===== src/hw/rtl/deq_pkg.sv =====
// deq_pkg: shared sizes, operation codes, status codes and structs for the deque unit
// no dependencies; imported by every module of the deque unit
`timescale 1ns / 1ps
`default_nettype none

package deq_pkg;

   // store and field sizes
   localparam int DEPTH      = 16;
   localparam int ADDR_BITS  = 4;
   localparam int OCC_BITS   = 5;
   localparam int WORD_BITS  = 32;
   localparam int INDEX_BITS = 8;
   localparam int KIND_BITS  = 4;
   localparam int STAT_BITS  = 2;

   // request kinds as they arrive on the bus
   localparam logic [KIND_BITS-1:0] KIND_PUSH_LEFT  = 4'd0;
   localparam logic [KIND_BITS-1:0] KIND_PUSH_RIGHT = 4'd1;
   localparam logic [KIND_BITS-1:0] KIND_POP_LEFT   = 4'd2;
   localparam logic [KIND_BITS-1:0] KIND_POP_RIGHT  = 4'd3;
   localparam logic [KIND_BITS-1:0] KIND_PEEK_LEFT  = 4'd4;
   localparam logic [KIND_BITS-1:0] KIND_PEEK_RIGHT = 4'd5;
   localparam logic [KIND_BITS-1:0] KIND_READ_CUR   = 4'd6;
   localparam logic [KIND_BITS-1:0] KIND_CUR_LEFT   = 4'd7;
   localparam logic [KIND_BITS-1:0] KIND_CUR_RIGHT  = 4'd8;
   localparam logic [KIND_BITS-1:0] KIND_SET_CUR    = 4'd9;

   // result status codes
   localparam logic [STAT_BITS-1:0] STAT_OK    = 2'd0;
   localparam logic [STAT_BITS-1:0] STAT_EMPTY = 2'd1;
   localparam logic [STAT_BITS-1:0] STAT_FULL  = 2'd2;
   localparam logic [STAT_BITS-1:0] STAT_END   = 2'd3;

   // decoded operation
   typedef enum logic [3:0] {
      OP_PUSH_L,
      OP_PUSH_R,
      OP_POP_L,
      OP_POP_R,
      OP_PEEK_L,
      OP_PEEK_R,
      OP_READ_CUR,
      OP_CUR_L,
      OP_CUR_R,
      OP_SET_CUR,
      OP_NOP
   } op_code_type;

   // one queued operation
   typedef struct packed {
      op_code_type                  code;
      logic signed [WORD_BITS-1:0]  value;
      logic [INDEX_BITS-1:0]        index;
   } op_type;

   // one result transaction
   typedef struct packed {
      logic signed [WORD_BITS-1:0]  value;
      logic [STAT_BITS-1:0]         status;
      logic [OCC_BITS-1:0]          fill_count;
      logic                         is_empty;
   } rsp_type;

endpackage

`default_nettype wire


===== src/hw/rtl/deq_front.sv =====
// deq_front: accepts request transactions and decodes the kind into an operation
// depends on deq_pkg; feeds deq_queue
`timescale 1ns / 1ps
`default_nettype none

module deq_front (
   input  wire logic                             req_tvalid,
   output logic                                  req_tready,
   input  wire logic [deq_pkg::WORD_BITS+deq_pkg::INDEX_BITS-1:0] req_tdata,
   input  wire logic [deq_pkg::KIND_BITS-1:0]    req_tuser,
   output logic                                  op_valid,
   input  wire logic                             op_ready,
   output deq_pkg::op_type                       op
);
   import deq_pkg::*;

   op_code_type code;

   // kind to operation, unused kinds become a no-op
   always_comb begin
      unique case (req_tuser)
         KIND_PUSH_LEFT:  code = OP_PUSH_L;
         KIND_PUSH_RIGHT: code = OP_PUSH_R;
         KIND_POP_LEFT:   code = OP_POP_L;
         KIND_POP_RIGHT:  code = OP_POP_R;
         KIND_PEEK_LEFT:  code = OP_PEEK_L;
         KIND_PEEK_RIGHT: code = OP_PEEK_R;
         KIND_READ_CUR:   code = OP_READ_CUR;
         KIND_CUR_LEFT:   code = OP_CUR_L;
         KIND_CUR_RIGHT:  code = OP_CUR_R;
         KIND_SET_CUR:    code = OP_SET_CUR;
         default:         code = OP_NOP;
      endcase
   end

   // unpack payload and pass the handshake through to the queue
   always_comb begin
      op.code    = code;
      op.value   = req_tdata[WORD_BITS-1:0];
      op.index   = req_tdata[WORD_BITS+INDEX_BITS-1:WORD_BITS];
      op_valid   = req_tvalid;
      req_tready = op_ready;
   end

endmodule

`default_nettype wire


===== src/hw/rtl/deq_queue.sv =====
// deq_queue: two-entry operation queue between the front and back parts
// depends on deq_pkg
`timescale 1ns / 1ps
`default_nettype none

module deq_queue (
   input  wire logic            clock,
   input  wire logic            reset,
   input  wire logic            wr_valid,
   output logic                 wr_ready,
   input  wire deq_pkg::op_type wr_data,
   output logic                 rd_valid,
   input  wire logic            rd_ready,
   output deq_pkg::op_type      rd_data
);
   import deq_pkg::*;

   op_type      slot_ff [2];
   logic        wr_ptr_ff, wr_ptr_in;
   logic        rd_ptr_ff, rd_ptr_in;
   logic [1:0]  count_ff, count_in;
   logic        do_wr, do_rd;

   // handshake and pointer updates
   always_comb begin
      wr_ready  = (count_ff != 2'd2);
      rd_valid  = (count_ff != 2'd0);
      rd_data   = slot_ff[rd_ptr_ff];
      do_wr     = wr_valid && wr_ready;
      do_rd     = rd_valid && rd_ready;
      wr_ptr_in = do_wr ? ~wr_ptr_ff : wr_ptr_ff;
      rd_ptr_in = do_rd ? ~rd_ptr_ff : rd_ptr_ff;
      count_in  = count_ff + {1'b0, do_wr} - {1'b0, do_rd};
   end

   // control state
   always_ff @(posedge clock) begin
      if (reset) begin
         wr_ptr_ff <= 1'b0;
         rd_ptr_ff <= 1'b0;
         count_ff  <= 2'd0;
      end else begin
         wr_ptr_ff <= wr_ptr_in;
         rd_ptr_ff <= rd_ptr_in;
         count_ff  <= count_in;
      end
   end

   // entry storage
   always_ff @(posedge clock) begin
      if (do_wr) begin
         slot_ff[wr_ptr_ff] <= wr_data;
      end
   end

endmodule

`default_nettype wire


===== src/hw/rtl/deq_back.sv =====
// deq_back: executes queued operations on the ring store, ends and cursor
// depends on deq_pkg; holds the word memory and the result register
`timescale 1ns / 1ps
`default_nettype none

module deq_back (
   input  wire logic            clock,
   input  wire logic            reset,
   input  wire logic            op_valid,
   output logic                 op_ready,
   input  wire deq_pkg::op_type op,
   output logic                 rsp_valid,
   input  wire logic            rsp_ready,
   output deq_pkg::rsp_type     rsp
);
   import deq_pkg::*;

   typedef enum logic {
      B_IDLE,
      B_READ
   } back_state_type;

   back_state_type              state_ff;
   logic [ADDR_BITS-1:0]        left_ff, left_in;
   logic [OCC_BITS-1:0]         occ_ff, occ_in;
   logic [ADDR_BITS-1:0]        cur_ff, cur_in;
   logic [STAT_BITS-1:0]        pend_status_ff;
   logic                        out_valid_ff, out_valid_in;
   rsp_type                     out_ff;

   logic signed [WORD_BITS-1:0] mem [DEPTH];
   logic signed [WORD_BITS-1:0] rd_data_ff;

   logic                        out_free;
   logic                        take;
   logic                        empty, full;
   logic [OCC_BITS-1:0]         occ_m1, occ_m2, cur_p1;
   logic [ADDR_BITS-1:0]        read_off;
   logic [STAT_BITS-1:0]        status;
   logic                        need_read;
   logic                        wr_en;
   logic [ADDR_BITS-1:0]        wr_addr;
   logic [ADDR_BITS-1:0]        rd_addr;
   logic                        idx_over;

   // a new operation is taken when idle and the result slot frees up
   always_comb begin
      out_free = !out_valid_ff || rsp_ready;
      take     = (state_ff == B_IDLE) && op_valid && out_free;
      op_ready = take;
      empty    = (occ_ff == '0);
      full     = occ_ff[OCC_BITS-1];
      occ_m1   = occ_ff - OCC_BITS'(1);
      occ_m2   = occ_ff - OCC_BITS'(2);
      cur_p1   = {1'b0, cur_ff} + OCC_BITS'(1);
      idx_over = (op.index >= {{(INDEX_BITS-OCC_BITS){1'b0}}, occ_ff});
   end

   // next state of ends and cursor, store access and status
   always_comb begin
      left_in   = left_ff;
      occ_in    = occ_ff;
      cur_in    = cur_ff;
      status    = STAT_OK;
      need_read = 1'b0;
      read_off  = '0;
      wr_en     = 1'b0;
      wr_addr   = left_ff + occ_ff[ADDR_BITS-1:0];
      unique case (op.code)
         OP_PUSH_L, OP_PUSH_R: begin
            if (full) begin
               status = STAT_FULL;
            end else begin
               wr_en  = 1'b1;
               occ_in = occ_ff + OCC_BITS'(1);
               if (op.code == OP_PUSH_L) begin
                  left_in = left_ff - ADDR_BITS'(1);
                  wr_addr = left_ff - ADDR_BITS'(1);
                  cur_in  = empty ? '0 : cur_ff + ADDR_BITS'(1);
               end else begin
                  cur_in  = empty ? '0 : cur_ff;
               end
            end
         end
         OP_POP_L: begin
            if (empty) begin
               status = STAT_EMPTY;
            end else begin
               need_read = 1'b1;
               read_off  = '0;
               left_in   = left_ff + ADDR_BITS'(1);
               occ_in    = occ_m1;
               cur_in    = (cur_ff != '0) ? cur_ff - ADDR_BITS'(1) : '0;
            end
         end
         OP_POP_R: begin
            if (empty) begin
               status = STAT_EMPTY;
            end else begin
               need_read = 1'b1;
               read_off  = occ_m1[ADDR_BITS-1:0];
               occ_in    = occ_m1;
               if (occ_m1 == '0) begin
                  cur_in = '0;
               end else if ({1'b0, cur_ff} >= occ_m1) begin
                  cur_in = occ_m2[ADDR_BITS-1:0];
               end
            end
         end
         OP_PEEK_L, OP_PEEK_R, OP_READ_CUR, OP_CUR_L, OP_CUR_R, OP_SET_CUR: begin
            if (empty) begin
               status = STAT_EMPTY;
            end else begin
               need_read = 1'b1;
               unique case (op.code)
                  OP_PEEK_L:  read_off = '0;
                  OP_PEEK_R:  read_off = occ_m1[ADDR_BITS-1:0];
                  OP_CUR_L: begin
                     if (cur_ff == '0) begin
                        status = STAT_END;
                     end else begin
                        cur_in = cur_ff - ADDR_BITS'(1);
                     end
                     read_off = cur_in;
                  end
                  OP_CUR_R: begin
                     if (cur_p1 >= occ_ff) begin
                        status = STAT_END;
                     end else begin
                        cur_in = cur_p1[ADDR_BITS-1:0];
                     end
                     read_off = cur_in;
                  end
                  OP_SET_CUR: begin
                     cur_in   = idx_over ? occ_m1[ADDR_BITS-1:0] : op.index[ADDR_BITS-1:0];
                     read_off = cur_in;
                  end
                  default: read_off = cur_ff;
               endcase
            end
         end
         default: begin
            status = STAT_OK;
         end
      endcase
      rd_addr = left_ff + read_off;
      // result becomes valid on a no-read take or at the end of a read, else drains
      if (((state_ff == B_IDLE) && take && !need_read) || (state_ff == B_READ)) begin
         out_valid_in = 1'b1;
      end else begin
         out_valid_in = out_valid_ff && !rsp_ready;
      end
   end

   // sequencer, pointers and result register
   always_ff @(posedge clock) begin
      if (reset) begin
         state_ff     <= B_IDLE;
         left_ff      <= '0;
         occ_ff       <= '0;
         cur_ff       <= '0;
         out_valid_ff <= 1'b0;
      end else begin
         out_valid_ff <= out_valid_in;
         unique case (state_ff)
            B_IDLE: begin
               if (take) begin
                  left_ff <= left_in;
                  occ_ff  <= occ_in;
                  cur_ff  <= cur_in;
                  if (need_read) begin
                     pend_status_ff <= status;
                     state_ff       <= B_READ;
                  end else begin
                     out_ff.value      <= '0;
                     out_ff.status     <= status;
                     out_ff.fill_count <= occ_in;
                     out_ff.is_empty   <= (occ_in == '0);
                  end
               end
            end
            B_READ: begin
               out_ff.value      <= rd_data_ff;
               out_ff.status     <= pend_status_ff;
               out_ff.fill_count <= occ_ff;
               out_ff.is_empty   <= (occ_ff == '0);
               state_ff          <= B_IDLE;
            end
            default: state_ff <= B_IDLE;
         endcase
      end
   end

   // word memory, one write and one registered read port
   always_ff @(posedge clock) begin
      if (take && wr_en) begin
         mem[wr_addr] <= op.value;
      end
      if (take && need_read) begin
         rd_data_ff <= mem[rd_addr];
      end
   end

   assign rsp_valid = out_valid_ff;
   assign rsp       = out_ff;

endmodule

`default_nettype wire


===== src/hw/rtl/deque_with_cursor_unit.sv =====
// deque_with_cursor_unit: top level of the bounded deque with cursor
// depends on deq_pkg, deq_front, deq_queue and deq_back
//
//   channel | direction | tdata (low bit up)                            | tuser
//   req     | in        | value_in[31:0], index[39:32]                  | kind[3:0]
//   rsp     | out       | value_out[31:0], status[33:32],
//           |           | fill_count[38:34], is_empty[39]               | -
//
// pushes, full pushes, empty-queue errors and unused kinds are answered when taken by the
// back part; pops, peeks and cursor operations wait in B_READ on the registered read port.
// a two-entry queue sits between decode and execution, so requests keep flowing while
// a result waits; a stalled rsp side holds execution but not the first two requests.
// synchronous reset empties the deque at once; no clearing pass over the memory.
`timescale 1ns / 1ps
`default_nettype none

module deque_with_cursor_unit (
   input  wire logic         clock,
   input  wire logic         reset,
   input  wire logic         req_tvalid,
   output logic              req_tready,
   input  wire logic [39:0]  req_tdata,   // value_in[31:0], index[39:32]
   input  wire logic [3:0]   req_tuser,   // kind[3:0]
   output logic              rsp_tvalid,
   input  wire logic         rsp_tready,
   output logic [39:0]       rsp_tdata    // value_out, status, fill_count, is_empty
);
   import deq_pkg::*;

   op_type  front_op, back_op;
   logic    front_valid, front_ready;
   logic    back_valid, back_ready;
   rsp_type rsp;

   // decode incoming transactions
   deq_front u_front (
      .req_tvalid (req_tvalid),
      .req_tready (req_tready),
      .req_tdata  (req_tdata),
      .req_tuser  (req_tuser),
      .op_valid   (front_valid),
      .op_ready   (front_ready),
      .op         (front_op)
   );

   // decouple decode from execution
   deq_queue u_queue (
      .clock    (clock),
      .reset    (reset),
      .wr_valid (front_valid),
      .wr_ready (front_ready),
      .wr_data  (front_op),
      .rd_valid (back_valid),
      .rd_ready (back_ready),
      .rd_data  (back_op)
   );

   // execute against the ring store
   deq_back u_back (
      .clock     (clock),
      .reset     (reset),
      .op_valid  (back_valid),
      .op_ready  (back_ready),
      .op        (back_op),
      .rsp_valid (rsp_tvalid),
      .rsp_ready (rsp_tready),
      .rsp       (rsp)
   );

   // pack the result, first field lowest
   assign rsp_tdata = {rsp.is_empty, rsp.fill_count, rsp.status, rsp.value};

endmodule

`default_nettype wire


===== config.mk =====
export PLATFORM = sky130hd
export DESIGN_NAME = deque_with_cursor_unit
export DESIGN_NICKNAME = d
export VERILOG_FILES = /design/src/hw/rtl/deq_pkg.sv /design/src/hw/rtl/deq_front.sv /design/src/hw/rtl/deq_queue.sv /design/src/hw/rtl/deq_back.sv /design/src/hw/rtl/deque_with_cursor_unit.sv
export SDC_FILE = /design/constraint.sdc
export NUM_CORES = 1
export LEC_CHECK = 0
export BUFFER_PORTS_ARGS = -buffer_cell sky130_fd_sc_hd__buf_2
export CORE_MARGIN = 4
export CORE_UTILIZATION = 62
export CTS_BUF_LIST = sky130_fd_sc_hd__clkbuf_16
export DETAILED_ROUTE_END_ITERATION = 8
export PLACE_DENSITY = 0.8
export SETUP_SLACK_MARGIN = 0.5
export SYNTH_ARGS = -nofsm -noshare
export SYNTH_HDL_FRONTEND = slang
export SYNTH_SLANG_ARGS = --single-unit

===== constraint.sdc =====
create_clock -name clock -period 5.55 [get_ports clock]
set_input_delay 0.555 -clock clock [delete_from_list [all_inputs] [get_ports clock]]
set_output_delay 0.555 -clock clock [all_outputs]
set_load 0.05 [all_outputs]

# ---- After elaboration in Yosys (flattened, before gate mapping)
# Memories as Yosys holds them, arrays and structs flattened. A register that Yosys moved wholly into a read port is not among the register bits.
# Index checks and enable logic that the tools add are counted.
dict set report classes {
  add_sub_neg 12
  n_lt_le_gt_ge 3
  n_eq_ne 20
  n_mux 53
  bitwise_logic 4
  reduce_logical 32
}
# cell n
set op_table {}
lappend op_table {{4-bit two-way mux} 21}
lappend op_table {{40-bit two-way mux} 2}
lappend op_table {{40-bit one-hot mux with 2 select lines} 1}
lappend op_table {{4-bit one-hot mux with 5 select lines} 1}
lappend op_table {{4-bit by 3-bit == test with 1-bit output (second input constant)} 4}
lappend op_table {{4-bit one-hot mux with 2 select lines} 2}
lappend op_table {{4-bit one-hot mux with 4 select lines} 1}
lappend op_table {{5-bit logical NOT} 3}
lappend op_table {{1-bit two-way mux} 14}
lappend op_table {{2-bit != test (second input constant)} 6}
lappend op_table {{4-bit one-hot mux with 3 select lines} 1}
lappend op_table {{5-bit two-way mux} 2}
lappend op_table {{5-bit one-hot mux with 2 select lines} 1}
lappend op_table {{10-bit AND reduction} 1}
lappend op_table {{1-bit logical AND} 9}
lappend op_table {{4-bit by 1-bit adder with 4-bit output (second input constant)} 2}
lappend op_table {{4-bit adder} 2}
lappend op_table {{4-bit by 2-bit == test with 1-bit output (second input constant)} 2}
lappend op_table {{4-bit == test (second input constant)} 2}
lappend op_table {{8-bit by 5-bit >= comparator with 1-bit output} 1}
lappend op_table {{4-bit logical NOT} 2}
lappend op_table {{2-bit two-way mux} 4}
lappend op_table {{4-bit nonzero test} 2}
lappend op_table {{8-bit OR reduction} 1}
lappend op_table {{other kinds (26)} 37}
dict set report totals {
  register_bits 61
  ram_bits 600
  rom_bits 64
  output_inout_bits 42
  wordCells 140
  mem_count 3
}
# memory depth word_bits rd rd_ports_with_merged_regs write_ports line_no
set mem_list {}
lappend mem_list {u_back.mem 16 32 1 1 1 deq_back.sv:31} ;# logic signed [WORD_BITS-1:0] mem [DEPTH];
lappend mem_list {u_queue.slot_ff 2 44 1 1 1 deq_queue.sv:18} ;# op_type slot_ff [2];
lappend mem_list {{(name not given)} 16 4 1 0 0 deq_front.sv:21} ;# unique case (req_tuser)

# ---- Longest topological paths before layout
# Gate-level depths: netlist of the first run.
dict set report depth {
  word_depth 9
  ltp_mapped 20
}

# ---- By module
# A second synthesis of the first run with hierarchy kept.
dict set report unflattened {
  cells_unflattened 1693
  area_unflattened_um2 29857.4
}
# mod instances cells_each area_each_um2 seq_area_each_um2
set modules_own_cells {}
lappend modules_own_cells {deq_back 1 1485 25889.8 17897.2}
lappend modules_own_cells {deq_queue 1 161 3616.0 2742.6}
lappend modules_own_cells {deq_front 1 47 351.6 0.0}

# ---- Least setup slack after synthesis of the first run
# Ideal clock, no wire load.
dict set report synth_timing {
  kind {reg-to-reg}
  startpoint {register (tool-made name)}
  endpoint {register u_back.rd_data_ff[0], read port of u_back.mem (data pin)}
  setup_time_ps 270
  arrival_time_ps 4808
  required_ps 5280
  slack_ps 472
  path_stages_with_launch 19
  path_buffers 5
  period_less_slack_ps 5078
  cell_sequence {dfxtp_1 buf_6 buf_6 buf_2 buf_1 mux2_2 ha_1 o21a_1 a211oi_4 a21oi_1 o211a_1 a221oi_1 o21ai_0 ha_1 fa_1 xor2_1 clkbuf_1 mux2i_1 mux2i_1}
}
# element line_no
set synth_lines {}
lappend synth_lines {{end: declaration} deq_back.sv:32} ;# logic signed [WORD_BITS-1:0] rd_data_ff;

# ---- Worst setup path in the final report of the first run
dict set report layout_timing {
  startpoint {register u_back.cur_ff[1]}
  endpoint {register u_back.rd_data_ff[3], read port of u_back.mem (data pin)}
}
dict set report layout_via {
  elab_chain_cells 7
  elab_cells_between_ends 10
  cone_classes {3 x add/sub; 1 x order compare; 5 x mux; 1 x reduce/logical}
}
# element line_no
set layout_rtl {}
lappend layout_rtl {{start: declaration} deq_back.sv:26} ;# logic [ADDR_BITS-1:0] cur_ff, cur_in;
lappend layout_rtl {{start signal: assignment} deq_back.sv:170} ;# cur_ff <= cur_in;
lappend layout_rtl {{4-bit by 1-bit adder with 5-bit output} deq_back.sv:55} ;# cur_p1 = {1'b0, cur_ff} + OCC_BITS'(1);
lappend layout_rtl {{5-bit >= comparator} deq_back.sv:127} ;# if (cur_p1 >= occ_ff) begin
lappend layout_rtl {{4-bit two-way mux} deq_back.sv:127}
lappend layout_rtl {{4-bit one-hot mux with 5 select lines (*)} deq_back.sv:115} ;# unique case (op.code)
lappend layout_rtl {{4-bit two-way mux (*)} deq_back.sv:111} ;# if (empty) begin
lappend layout_rtl {{4-bit one-hot mux with 2 select lines (*)} deq_back.sv:69} ;# unique case (op.code)
lappend layout_rtl {{4-bit adder (*)} deq_back.sv:146} ;# rd_addr = left_ff + read_off;
# Mark *: on every way between the ends. The rest lies on a longest branch, timed or not.
# A chain may end at the register's enable or synchronous reset.

==> reports/results.tsv, run 1 <==
stage	metric	value	unit
clocking	hold_buf cts	0	
worst_hold_path	Worst Hold Class	in -> reg	
synthesis	Synth cell types	65	
floorplan	I/O pin count	90	
synthesis	simple-gate share of the synthesized area	0.0308	
pwr	pwr dens	450	mW/mm^2
cells_and_area	area of the multi-input gates	0.00696	mm^2
synthesis	flops & latches, synth	694	
detailed_routing	Pre-antenna DRT Iters	5	
critical_path	critical path class	reg -> reg	
global_route	remaining global-route overflow	0	
synthesis	Post-synth EDFFs	674	
critical_path	CP Buf/Inv Count	2	
detailed_routing	vias post-DR	14100	
cells_and_area	commonest non-fill, non-tap cell in the layout	edfxtp_1	
outcome	status	complete, no violations	
critical_path	CP Data Arrival Time	5.31	ns
placement	RePlAce Congestion	0.913	
critical_path	critical path endpoint category	register	
detailed_routing	final wirelength	62300	um
timing	Clock Skew	0.0298	ns
timing	Max Fclk	201	MHz
timing	final hold violation count	0	
detailed_routing	initial DRC count	1532	
pwr	Pleak	10.5	nW
clocking	maximum root-to-sink buffer count	3	
critical_path	Max FO, Critical Path	14	
critical_path	Worst setup SP type	register	
critical_path	worst path required time	5.89	ns
synthesis	largest family of logic cells by synthesized area	multiplexers	
critical_path	Top delay family on crit path	adder cells	
cells_and_area	final non-filler cell total	2199	
timing	Tcrit/Tclk final	0.895	
synthesis	Syn. warnings	0	
global_route	GRT Resource Usage Total	0.261	
timing	Setup violations, final	0	
floorplan	Die H	220	um
floorplan	core box area	0.0442	mm^2
clocking	H-Tree Depth	3	
critical_path	reg2reg setup slack	0.58	ns
timing	Rel. slew slack	0.234	
placement	hpwl dp	32100	um
timing	setup_tns	0	ns
cells_and_area	Final #Nets	1638	
cells_and_area	Area Growth Syn to Fin	14.6	%
detailed_routing	DR WL/cell	28.3	um
synthesis	Most used DFF post-synth	edfxtp_1	
global_route	vias in the first global route	14500	
critical_path	crit-path max cell delay	0.86	ns
synthesis	Cells after Synth	1401	
placement	I/O Buffers	89	
floorplan	die span in x	220	um
global_route	largest net degree at the start of global routing	49	
clocking	CTS tree	yes	
clocking	clock sink count	694	
detailed_routing	Routed Antenna Nets	0	
placement	Post-Place Cells	2064	
critical_path	CP max stage cell	fa_4	
floorplan	# rows	77	
clocking	Worst-Skew Late Latency	0.61	ns
synthesis	xor/xnor share of the synthesized area	0.00753	
cells_and_area	# fillers	2514	
timing	Final Max Tran Viols	0	
synthesis	synthesized area	0.0277	mm^2
pwr	Peak VDD IR	0.000439	V
global_route	first-pass GRT wire length	91800	um
clocking	Reg clk slew, reported paths	0.07	ns
synthesis	mux cell area share after synthesis	0.160	
critical_path	critical path cell sequence	ha_2, xor2_1, ha_1, a21o_1, a31oi_2, o21ai_2, xnor2_1, nand2_1, o211a_1, a221oi_1, o21ai_1, ha_4, fa_4, buf_12, buf_12, mux4_2, mux2i_1, mux2i_1	
synthesis	post-synth top area share	0.730	
synthesis	largest area contributor in the netlist	edfxtp_1	
synthesis	FFs w/ async S/R, synth	0	
cells_and_area	most frequent cells in the layout	edfxtp_1, mux4_2, mux2i_1, buf_2, clkbuf_16	
synthesis	Compound-Gate Fraction of Synth Area	0.0275	
synthesis	top cells by area in the synthesized netlist	edfxtp_1, mux4_2, mux2i_1	
cells_and_area	FF/Latch Area	0.0206	mm^2
detailed_routing	Via-to-Cell Ratio	6.40	
synthesis	Post-Syn Nets	1486	
cells_and_area	layout cell share with drive strength beyond 1	0.287	
synthesis	adder-cell area share of the yosys netlist	0.0172	
clocking	Num CTS Buffers	68	
global_route	initial antenna violation count	0	
cells_and_area	ant diodes	0	
timing	crit path time final	4.97	ns
synthesis	sequential element share of the synthesized area	0.744	
floorplan	Initial Utilization	0.627	
timing	RSZ-0062 raised after global routing	false	
timing	Slew @ Worst Pin	1.15	ns
flow_run	Max Cap Viol	0	
clocking	Clk Tree Root Cell	clkbuf_16	
synthesis	Mean Syn Cell Area	19.8	um^2
floorplan	Die ar.	0.0482	mm^2
detailed_routing	DRC viols	0	
==> cells in the mapped netlist, drive strengths merged, types with 5 or more instances <==
cell type / n
xnor2: 14
nor2b: 5
nand3: 8
clkbuf: 38
a21oi: 31
a31oi: 8
o21ai: 26
xor2: 9
a22oi: 5
nor3: 8
nor2: 59
buf: 23
mux2: 44
edfxtp: 674
and2: 33
mux4: 128
mux2i: 106
a21o: 9
nand2: 40
dfxtp: 20
ha: 35
inv: 22
==> flip-flops by register name, summed over array words and instances (netlist names), named ones only <==
register and count:
u_queue.rd_ptr_ff 1, u_back.rsp_valid 1, u_back.rsp 40, u_queue.slot_ff 88
u_back.left_ff 4, u_back.mem 512, u_back.rd_data_ff 32, u_back.occ_ff 5
u_queue.count_ff 2, u_queue.wr_ptr_ff 1, u_back.cur_ff 4, u_back.pend_status_ff 2
u_back.state_ff 1
==> worst paths after layout <==
| kind | start | end | cells past startpoint |
|---|---|---|---|
| hold reg to reg | u_back.rsp_valid | u_back.rsp_valid | 2 |
| hold / removal | req_tdata[1] | u_queue.slot_ff[1][9] | 1 |
| setup / recovery | u_back.cur_ff[1] | u_back.rd_data_ff[3] | 18 |
| setup reg to reg | u_back.cur_ff[1] | u_back.rd_data_ff[3] | 18 |
==> where the power goes <==
part           total (mW)  leakage [nW]  internal, mW  switching [mW]
clock                4.59          1.13          2.64            1.96
combinational        3.10          3.07          1.13            1.98
sequential           6.62          6.28          6.50           0.113
==> timing repair <==
item | 4_1_cts | 5_1_grt
resized for setup | 5 | 10
cloned | 1 | 3
setup endpoints to repair | 29 | 32
hold endpoints to repair | 0 | 0
pin swaps | 1 | 2
setup buffers | 2 | 5
==> cells by family after synthesis <==
family | Yosys count
adder cells (fa/ha/maj) | 37
buffers and inverters | 83
AO/OA/AOI/OAI | 112
flip-flops | 694
multiplexers | 278
XOR/XNOR | 23
AND/OR/NAND/NOR | 174
==> metrics by stage <==
stage | area (um^2) | power (mW) | setup WS [ns] | utilization | hold slack [ns]
after floorplan | 27700 | 8.83 | 0.513 | - | 0.481
after global placement | 29400 | 9.58 | 0.389 | 0.664 | 0.467
after detailed placement | 29400 | 9.69 | 0.316 | 0.664 | 0.476
after CTS | 31700 | 14.3 | 0.481 | 0.716 | 0.107
after global routing | 31800 | 14.9 | 0.480 | 0.719 | 0.125
final | 31800 | 14.3 | 0.581 | 0.719 | 0.137
==> metal layers <==
layer	GRT usage	vias up	share of wire
met1	0.359	7225	0.38
met3	0.0394	143	0.076
met5	0	-	0
li1	-	5986	-
met2	0.434	717	0.51
met4	0.0971	0	0.033
==> final cells by class <==
cell class | instances | area share
Clock buffer | 70 | 0.0551
Inverter | 22 | 0.00260
Timing Repair Buffer | 143 | 0.0360
Sequential cell | 694 | 0.649
Multi-Input combinational cell | 624 | 0.219
Tap cell | 592 | 0.0233
Clock inverter | 54 | 0.0149
(Power assumes the default switching activity.)
==> inputs of run 2 (changes only) <==
--- a/config.mk
+++ b/config.mk
@@ -7,10 +7,10 @@
 export LEC_CHECK = 0
 export BUFFER_PORTS_ARGS = -buffer_cell sky130_fd_sc_hd__buf_2
 export CORE_MARGIN = 4
-export CORE_UTILIZATION = 62
-export CTS_BUF_LIST = sky130_fd_sc_hd__clkbuf_16
+export CORE_UTILIZATION = 58
+export CTS_BUF_LIST = sky130_fd_sc_hd__clkbuf_4 sky130_fd_sc_hd__clkbuf_8
 export DETAILED_ROUTE_END_ITERATION = 8
-export PLACE_DENSITY = 0.8
+export PLACE_DENSITY = 0.78
 export SETUP_SLACK_MARGIN = 0.5
 export SYNTH_ARGS = -nofsm -noshare
 export SYNTH_HDL_FRONTEND = slang
==> constraint.sdc (replaced) <==
create_clock -name clock -period 4.19 [get_ports clock]
set_input_delay 0.419 -clock clock [delete_from_list [all_inputs] [get_ports clock]]
set_output_delay 0.419 -clock clock [all_outputs]
set_load 0.05 [all_outputs]
==> reports/results.tsv, run 2 (synthesis gave the netlist of run 1 again) <==
stage	metric	value	unit	change
outcome	status	finished with violations		
outcome	failing checks	setup timing		
timing	RSZ-0062 raised after global routing	true		
cells_and_area	max reg flops	512		unchanged
clocking	H-Tree Depth	3		unchanged
critical_path	Max FO, Critical Path	7		-7
clocking	maximum root-to-sink buffer count	3		unchanged
timing	final hold violation count	0		unchanged
timing	final worst slack	-0.264	ns	-0.846 ns
global_route	vias in the first global route	15000		+3.1%
timing	Slew @ Worst Pin	1.02	ns	-0.128 ns
cells_and_area	layout cell share with drive strength beyond 1	0.353		+0.0659
critical_path	CP Data Arrival Time	4.87	ns	-0.44 ns
timing	Final Max Tran Viols	0		unchanged
timing	setup_tns	-6.86	ns	-6.86 ns
timing	crit path time final	4.45	ns	-0.514 ns
floorplan	I/O pin count	90		unchanged
critical_path	critical path class	reg -> reg		
clocking	Clk Tree Root Cell	clkbuf_8		
floorplan	die span in x	227	um	+3.3%
cells_and_area	# fillers	2743		+9.1%
cells_and_area	fin area	0.0333	mm^2	+4.7%
cells_and_area	final non-filler cell total	2410		+9.6%
critical_path	worst r2r path cells	16		-2
global_route	largest net degree at the start of global routing	48		-2.0%
floorplan	Die H	227	um	+3.3%
clocking	Worst-Skew Late Latency	0.70	ns	+0.09 ns
placement	Post-Place Cells	2175		+5.4%
timing	Rel. slew slack	0.320		+0.0855
cells_and_area	area of the multi-input gates	0.00714	mm^2	+2.6%
placement	I/O Buffers	89		unchanged
detailed_routing	DR WL/cell	25.5	um	-10%
floorplan	core box area	0.0470	mm^2	+6.2%
detailed_routing	DRC viols	0		unchanged
detailed_routing	initial DRC count	1534		+0.13%
timing	worst hold margin	0.0787	ns	-0.0578 ns
cells_and_area	ant diodes	0		unchanged
timing	Setup violations, final	32		+32
clocking	Reg clk slew, reported paths	0.06	ns	about the same
clocking	CTS tree	yes		
floorplan	Die ar.	0.0514	mm^2	+6.6%
critical_path	Worst setup SP type	register		
cells_and_area	Reg with most FFs	u_back.mem		
detailed_routing	final wirelength	61400	um	-1.4%
placement	RePlAce Congestion	0.930		+1.8%
floorplan	Initial Utilization	0.591		-0.0365
cells_and_area	Area Growth Syn to Fin	20.0	%	
critical_path	critical path endpoint category	register		
detailed_routing	Pre-antenna DRT Iters	5		unchanged
global_route	GRT Resource Usage Total	0.244		-0.0168
detailed_routing	vias post-DR	14700		+4.3%
worst_hold_path	Worst Hold Class	in -> reg		
global_route	first-pass GRT wire length	92200	um	+0.36%
cells_and_area	most frequent cells in the layout	edfxtp_1, mux4_2, clkbuf_8, mux2i_1, buf_4		
timing	Clock Skew	0.0443	ns	+0.0145 ns
flow_run	Max Cap Viol	0		unchanged
placement	Post-DP Area	0.0303	mm^2	+3.3%
global_route	remaining global-route overflow	0		unchanged
cells_and_area	FF/Latch Area	0.0206	mm^2	about the same
critical_path	worst path required time	4.60	ns	-1.29 ns
placement	hpwl dp	35500	um	+11%
cells_and_area	Final #Nets	1818		+11%
clocking	clock sink count	694		unchanged
detailed_routing	Via-to-Cell Ratio	6.09		-4.8%
pwr	Peak VDD IR	0.000347	V	-21%
pwr	Pleak	11.2	nW	+7.2%
cells_and_area	commonest non-fill, non-tap cell in the layout	edfxtp_1		
global_route	initial antenna violation count	0		unchanged
cells_and_area	final core occ	0.709		-0.0103
floorplan	# rows	79		+2.6%
timing	Tcrit/Tclk final	1.06		+0.168
worst_hold_path	Hold Crit Depth	2		+1
clocking	Num CTS Buffers	102		+50%
timing	Max Fclk	224	MHz	+12%
pwr	pwr dens	563	mW/mm^2	+25%
detailed_routing	Routed Antenna Nets	0		unchanged
[run 2: final cells by class]
cell class,instances,area share
multi-input combinational,624,0.215
tap,607,0.0228
clock inverter,41,0.0101
sequential,694,0.620
inverter,22,0.00248
timing repair buffer,289,0.0796
clock buffer,133,0.0499
[run 2: stage by stage]
| step | total power, mW | worst slack [ns] |
|---|---|---|
| floorplan | 11.9 | 0.0175 |
| finish | 18.7 | -0.264 |
| global placement | 13.1 | -0.406 |
| detailed placement | 13.3 | -0.520 |
| CTS | 18.8 | -0.285 |
| global route | 19.6 | -0.462 |
[run 2: report_power, final]
group          switching [mW]  internal [mW]  leakage (nW)
logic                    2.73           1.91          3.90
registers               0.133           8.61          6.28
clock network            2.45           2.89          1.05
total                    5.32           13.4          11.2
[run 2: final timing paths]
check / start / endpoint / slack, ns
max: register / u_back.rd_data_ff[22] / -0.26
min: req_tuser[2] / u_queue.slot_ff[0][41] / 0.08
max reg2reg: register / u_back.rd_data_ff[22] / -0.26
min reg2reg: u_back.rsp_valid / u_back.rsp_valid / 0.49
[run 2: worst max-delay path, cell delays in order (launching register included)]
cell and delay (ns):
dfxtp_4 0.42, mux2_4 0.34, ha_4 0.17, nor3b_2 0.20, o21ai_2 0.10, a211oi_4 0.27, mux2i_1 0.23, nor2_1 0.06
o21a_1 0.19, a221oi_2 0.21, o22ai_2 0.14, fa_4 0.94, buf_12 0.19, buf_12 0.14, mux4_2 0.28, mux2i_1 0.20
mux2i_1 0.11
[run 2: repair_timing]
action | in CTS | in global routing
setup endpoints to repair | 361 | 544
gates cloned | 5 | 1
hold endpoints to repair | 85 | 0
hold buffers | 43 | 0
resized for setup | 45 | 21
setup buffers | 11 | 1
pin swaps | 11 | 2
[run 2: layer usage]
layer,track usage,up-vias,routed length (um)
li1,-,6350,-
met1,0.358,7535,25400
met2,0.383,695,29700
met3,0.0458,98,5020
met4,0.0744,0,1290
met5,0,-,0
==> inputs of run 3 (changes only) <==
--- a/config.mk
+++ b/config.mk
@@ -7,10 +7,10 @@
 export LEC_CHECK = 0
 export BUFFER_PORTS_ARGS = -buffer_cell sky130_fd_sc_hd__buf_2
 export CORE_MARGIN = 4
-export CORE_UTILIZATION = 58
+export CORE_UTILIZATION = 64
 export CTS_BUF_LIST = sky130_fd_sc_hd__clkbuf_4 sky130_fd_sc_hd__clkbuf_8
 export DETAILED_ROUTE_END_ITERATION = 8
-export PLACE_DENSITY = 0.78
+export PLACE_DENSITY = 0.82
 export SETUP_SLACK_MARGIN = 0.5
 export SYNTH_ARGS = -nofsm -noshare
 export SYNTH_HDL_FRONTEND = slang
==> constraint.sdc (replaced) <==
create_clock -name clock -period 4.83 [get_ports clock]
set_input_delay 0.483 -clock clock [delete_from_list [all_inputs] [get_ports clock]]
set_output_delay 0.483 -clock clock [all_outputs]
set_load 0.05 [all_outputs]
==> reports/results.tsv, run 3 (synthesis gave the netlist of run 1 again) <==
stage	metric	value	unit	change
outcome	status	complete, no violations		
flow_run	Max Cap Viol	0		unchanged
worst_hold_path	Hold Crit Depth	1		-1
global_route	first-pass GRT wire length	94800	um	+2.8%
detailed_routing	Routed Antenna Nets	0		unchanged
global_route	remaining global-route overflow	0		unchanged
floorplan	I/O pin count	90		unchanged
floorplan	Initial Utilization	0.645		+0.0546
clocking	clock sink count	694		unchanged
timing	Setup violations, final	0		-100%
placement	hpwl dp	33100	um	-6.9%
cells_and_area	layout cell share with drive strength beyond 1	0.328		-0.0244
timing	Tcrit/Tclk final	0.978		-0.0846
clocking	Num CTS Buffers	106		+3.9%
detailed_routing	Pre-antenna DRT Iters	5		unchanged
critical_path	critical path class	reg -> reg		
global_route	vias in the first global route	15100		+0.94%
cells_and_area	Final #Nets	1756		-3.4%
detailed_routing	Via-to-Cell Ratio	6.32		+3.8%
timing	final hold violation count	0		unchanged
placement	dpl ws	-0.0120	ns	+0.508 ns
clocking	Reg clk slew, reported paths	0.07	ns	about the same
floorplan	core box area	0.0430	mm^2	-8.5%
critical_path	CP Data Arrival Time	5.15	ns	+0.28 ns
pwr	pwr dens	495	mW/mm^2	-12%
cells_and_area	max reg flops	512		unchanged
critical_path	Worst setup SP type	register		
clocking	maximum root-to-sink buffer count	3		unchanged
timing	Clock Skew	0.0491	ns	+0.00482 ns
pwr	Peak VDD IR	0.000340	V	-1.8%
placement	RePlAce Congestion	0.938		+0.87%
critical_path	critical path cell sequence	mux2_4, ha_4, nor3b_2, o21ai_2, a211oi_4, buf_4, buf_6, nor2_2, a21oi_2, o211a_1, a221oi_2, o21ai_2, ha_4, fa_4, buf_12, buf_12, buf_8, mux4_2, mux2i_1, mux2i_1		
timing	crit path time final	4.73	ns	+0.272 ns
timing	Max Fclk	212	MHz	-5.7%
worst_hold_path	Worst Hold Class	in -> reg		
floorplan	Die ar.	0.0467	mm^2	-9.0%
detailed_routing	DR WL/cell	26.9	um	+5.6%
global_route	largest net degree at the start of global routing	49		+2.1%
clocking	Clk Tree Root Cell	clkbuf_8		
cells_and_area	Reg with most FFs	u_back.mem		
timing	Rel. slew slack	0.252		-0.0676
detailed_routing	final wirelength	63000	um	+2.6%
critical_path	Max FO, Critical Path	8		+1
detailed_routing	initial DRC count	1898		+24%
timing	worst hold margin	0.0490	ns	-0.0298 ns
timing	Slew @ Worst Pin	1.12	ns	+0.101 ns
cells_and_area	Area Growth Syn to Fin	18.5	%	
cells_and_area	final core occ	0.765		+0.0559
worst_hold_path	HP Start	req_tdata[1]		
critical_path	crit-path max cell delay	0.67	ns	-0.27 ns
critical_path	CP max stage cell	fa_4		
detailed_routing	vias post-DR	14800		+0.79%
global_route	GRT Resource Usage Total	0.273		+0.0292
floorplan	Die H	216	um	-4.6%
placement	I/O Buffers	89		unchanged
timing	final worst slack	0.104	ns	+0.368 ns
critical_path	worst path required time	5.25	ns	+0.65 ns
pwr	Pleak	10.9	nW	-2.6%
floorplan	die span in x	216	um	-4.6%
critical_path	worst r2r path cells	20		+4
detailed_routing	DRC viols	0		unchanged
clocking	CTS tree	yes		
cells_and_area	most frequent cells in the layout	edfxtp_1, mux4_2, clkbuf_8, mux2i_1, buf_2		
global_route	initial antenna violation count	1		+1
clocking	Worst-Skew Late Latency	0.70	ns	about the same
cells_and_area	commonest non-fill, non-tap cell in the layout	edfxtp_1		
timing	RSZ-0062 raised after global routing	true		
clocking	H-Tree Depth	3		unchanged
timing	Final Max Tran Viols	0		unchanged
floorplan	# rows	76		-3.8%
critical_path	critical path endpoint category	register		
## run 3: changes by cell type in the layout (fill, tap and decap cells not counted), sizes merged
cell and delta:
buf -64, clkinv +10, clkbuf +8, dlygate4sd3 -3, bufinv -2, clkinvlp +2
diode +1
## run 3: timing repair
item	CTS	global route
setup endpoints to repair	32	50
pin swaps	8	7
gates cloned	7	3
hold buffers	40	0
gates resized for setup	49	10
endpoints found under the hold margin	80	0
setup buffers	15	6
## run 3: area by class of cell
cell class / instances / area (um^2)
Sequential cell: 694 / 20600
Fill cell: 2242 / 10100
Multi-Input combinational cell: 624 / 7090
Timing Repair Buffer: 223 / 2230
Clock buffer: 140 / 1760
Tap cell: 585 / 732
Clock inverter: 51 / 317
Inverter: 22 / 82.6
Antenna cell: 1 / 2.50
## run 3: path summary, 6_finish.rpt
path,to,slack (ns)
max,u_back.rd_data_ff[28],0.10
min,u_queue.slot_ff[1][9],0.05
min reg2reg,u_back.rsp_valid,0.49
max reg2reg,u_back.rd_data_ff[28],0.10
## run 3: layer usage
metal | GRT usage | share of wire | up-vias
li1 | - | - | 6238
met1 | 0.385 | 0.39 | 7628
met2 | 0.441 | 0.50 | 807
met3 | 0.0505 | 0.083 | 121
met4 | 0.0975 | 0.026 | 0
met5 | 0.00625 | 0 | -
## run 3: power by group
group          switching (mW)  internal (mW)
Combinational            2.36           1.54
Sequential              0.129           7.47
Clock                    2.24           2.53
## run 3: metrics by stage
stage	instance area (um^2)	TNS [ns]	std cells	power [mW]
3_5_place_dp	29700	-0.0224	2077	11.2
6_report	32900	0	2340	16.3
5_1_grt	32900	-0.276	2340	17.0
4_1_cts	32700	0	2330	16.2
3_3_place_gp	29700	0	2077	11.1
2_1_floorplan	28000	0	1401	10.2
## run 3: critical path: cells and delay by family, from the launching register on
family | cells | cell delay (ns)
compound gates | 6 | 1.06
fa+ha+maj | 3 | 1.01
mux | 4 | 0.97
buf+inv | 5 | 0.72
flops | 1 | 0.43
simple gates | 2 | 0.25
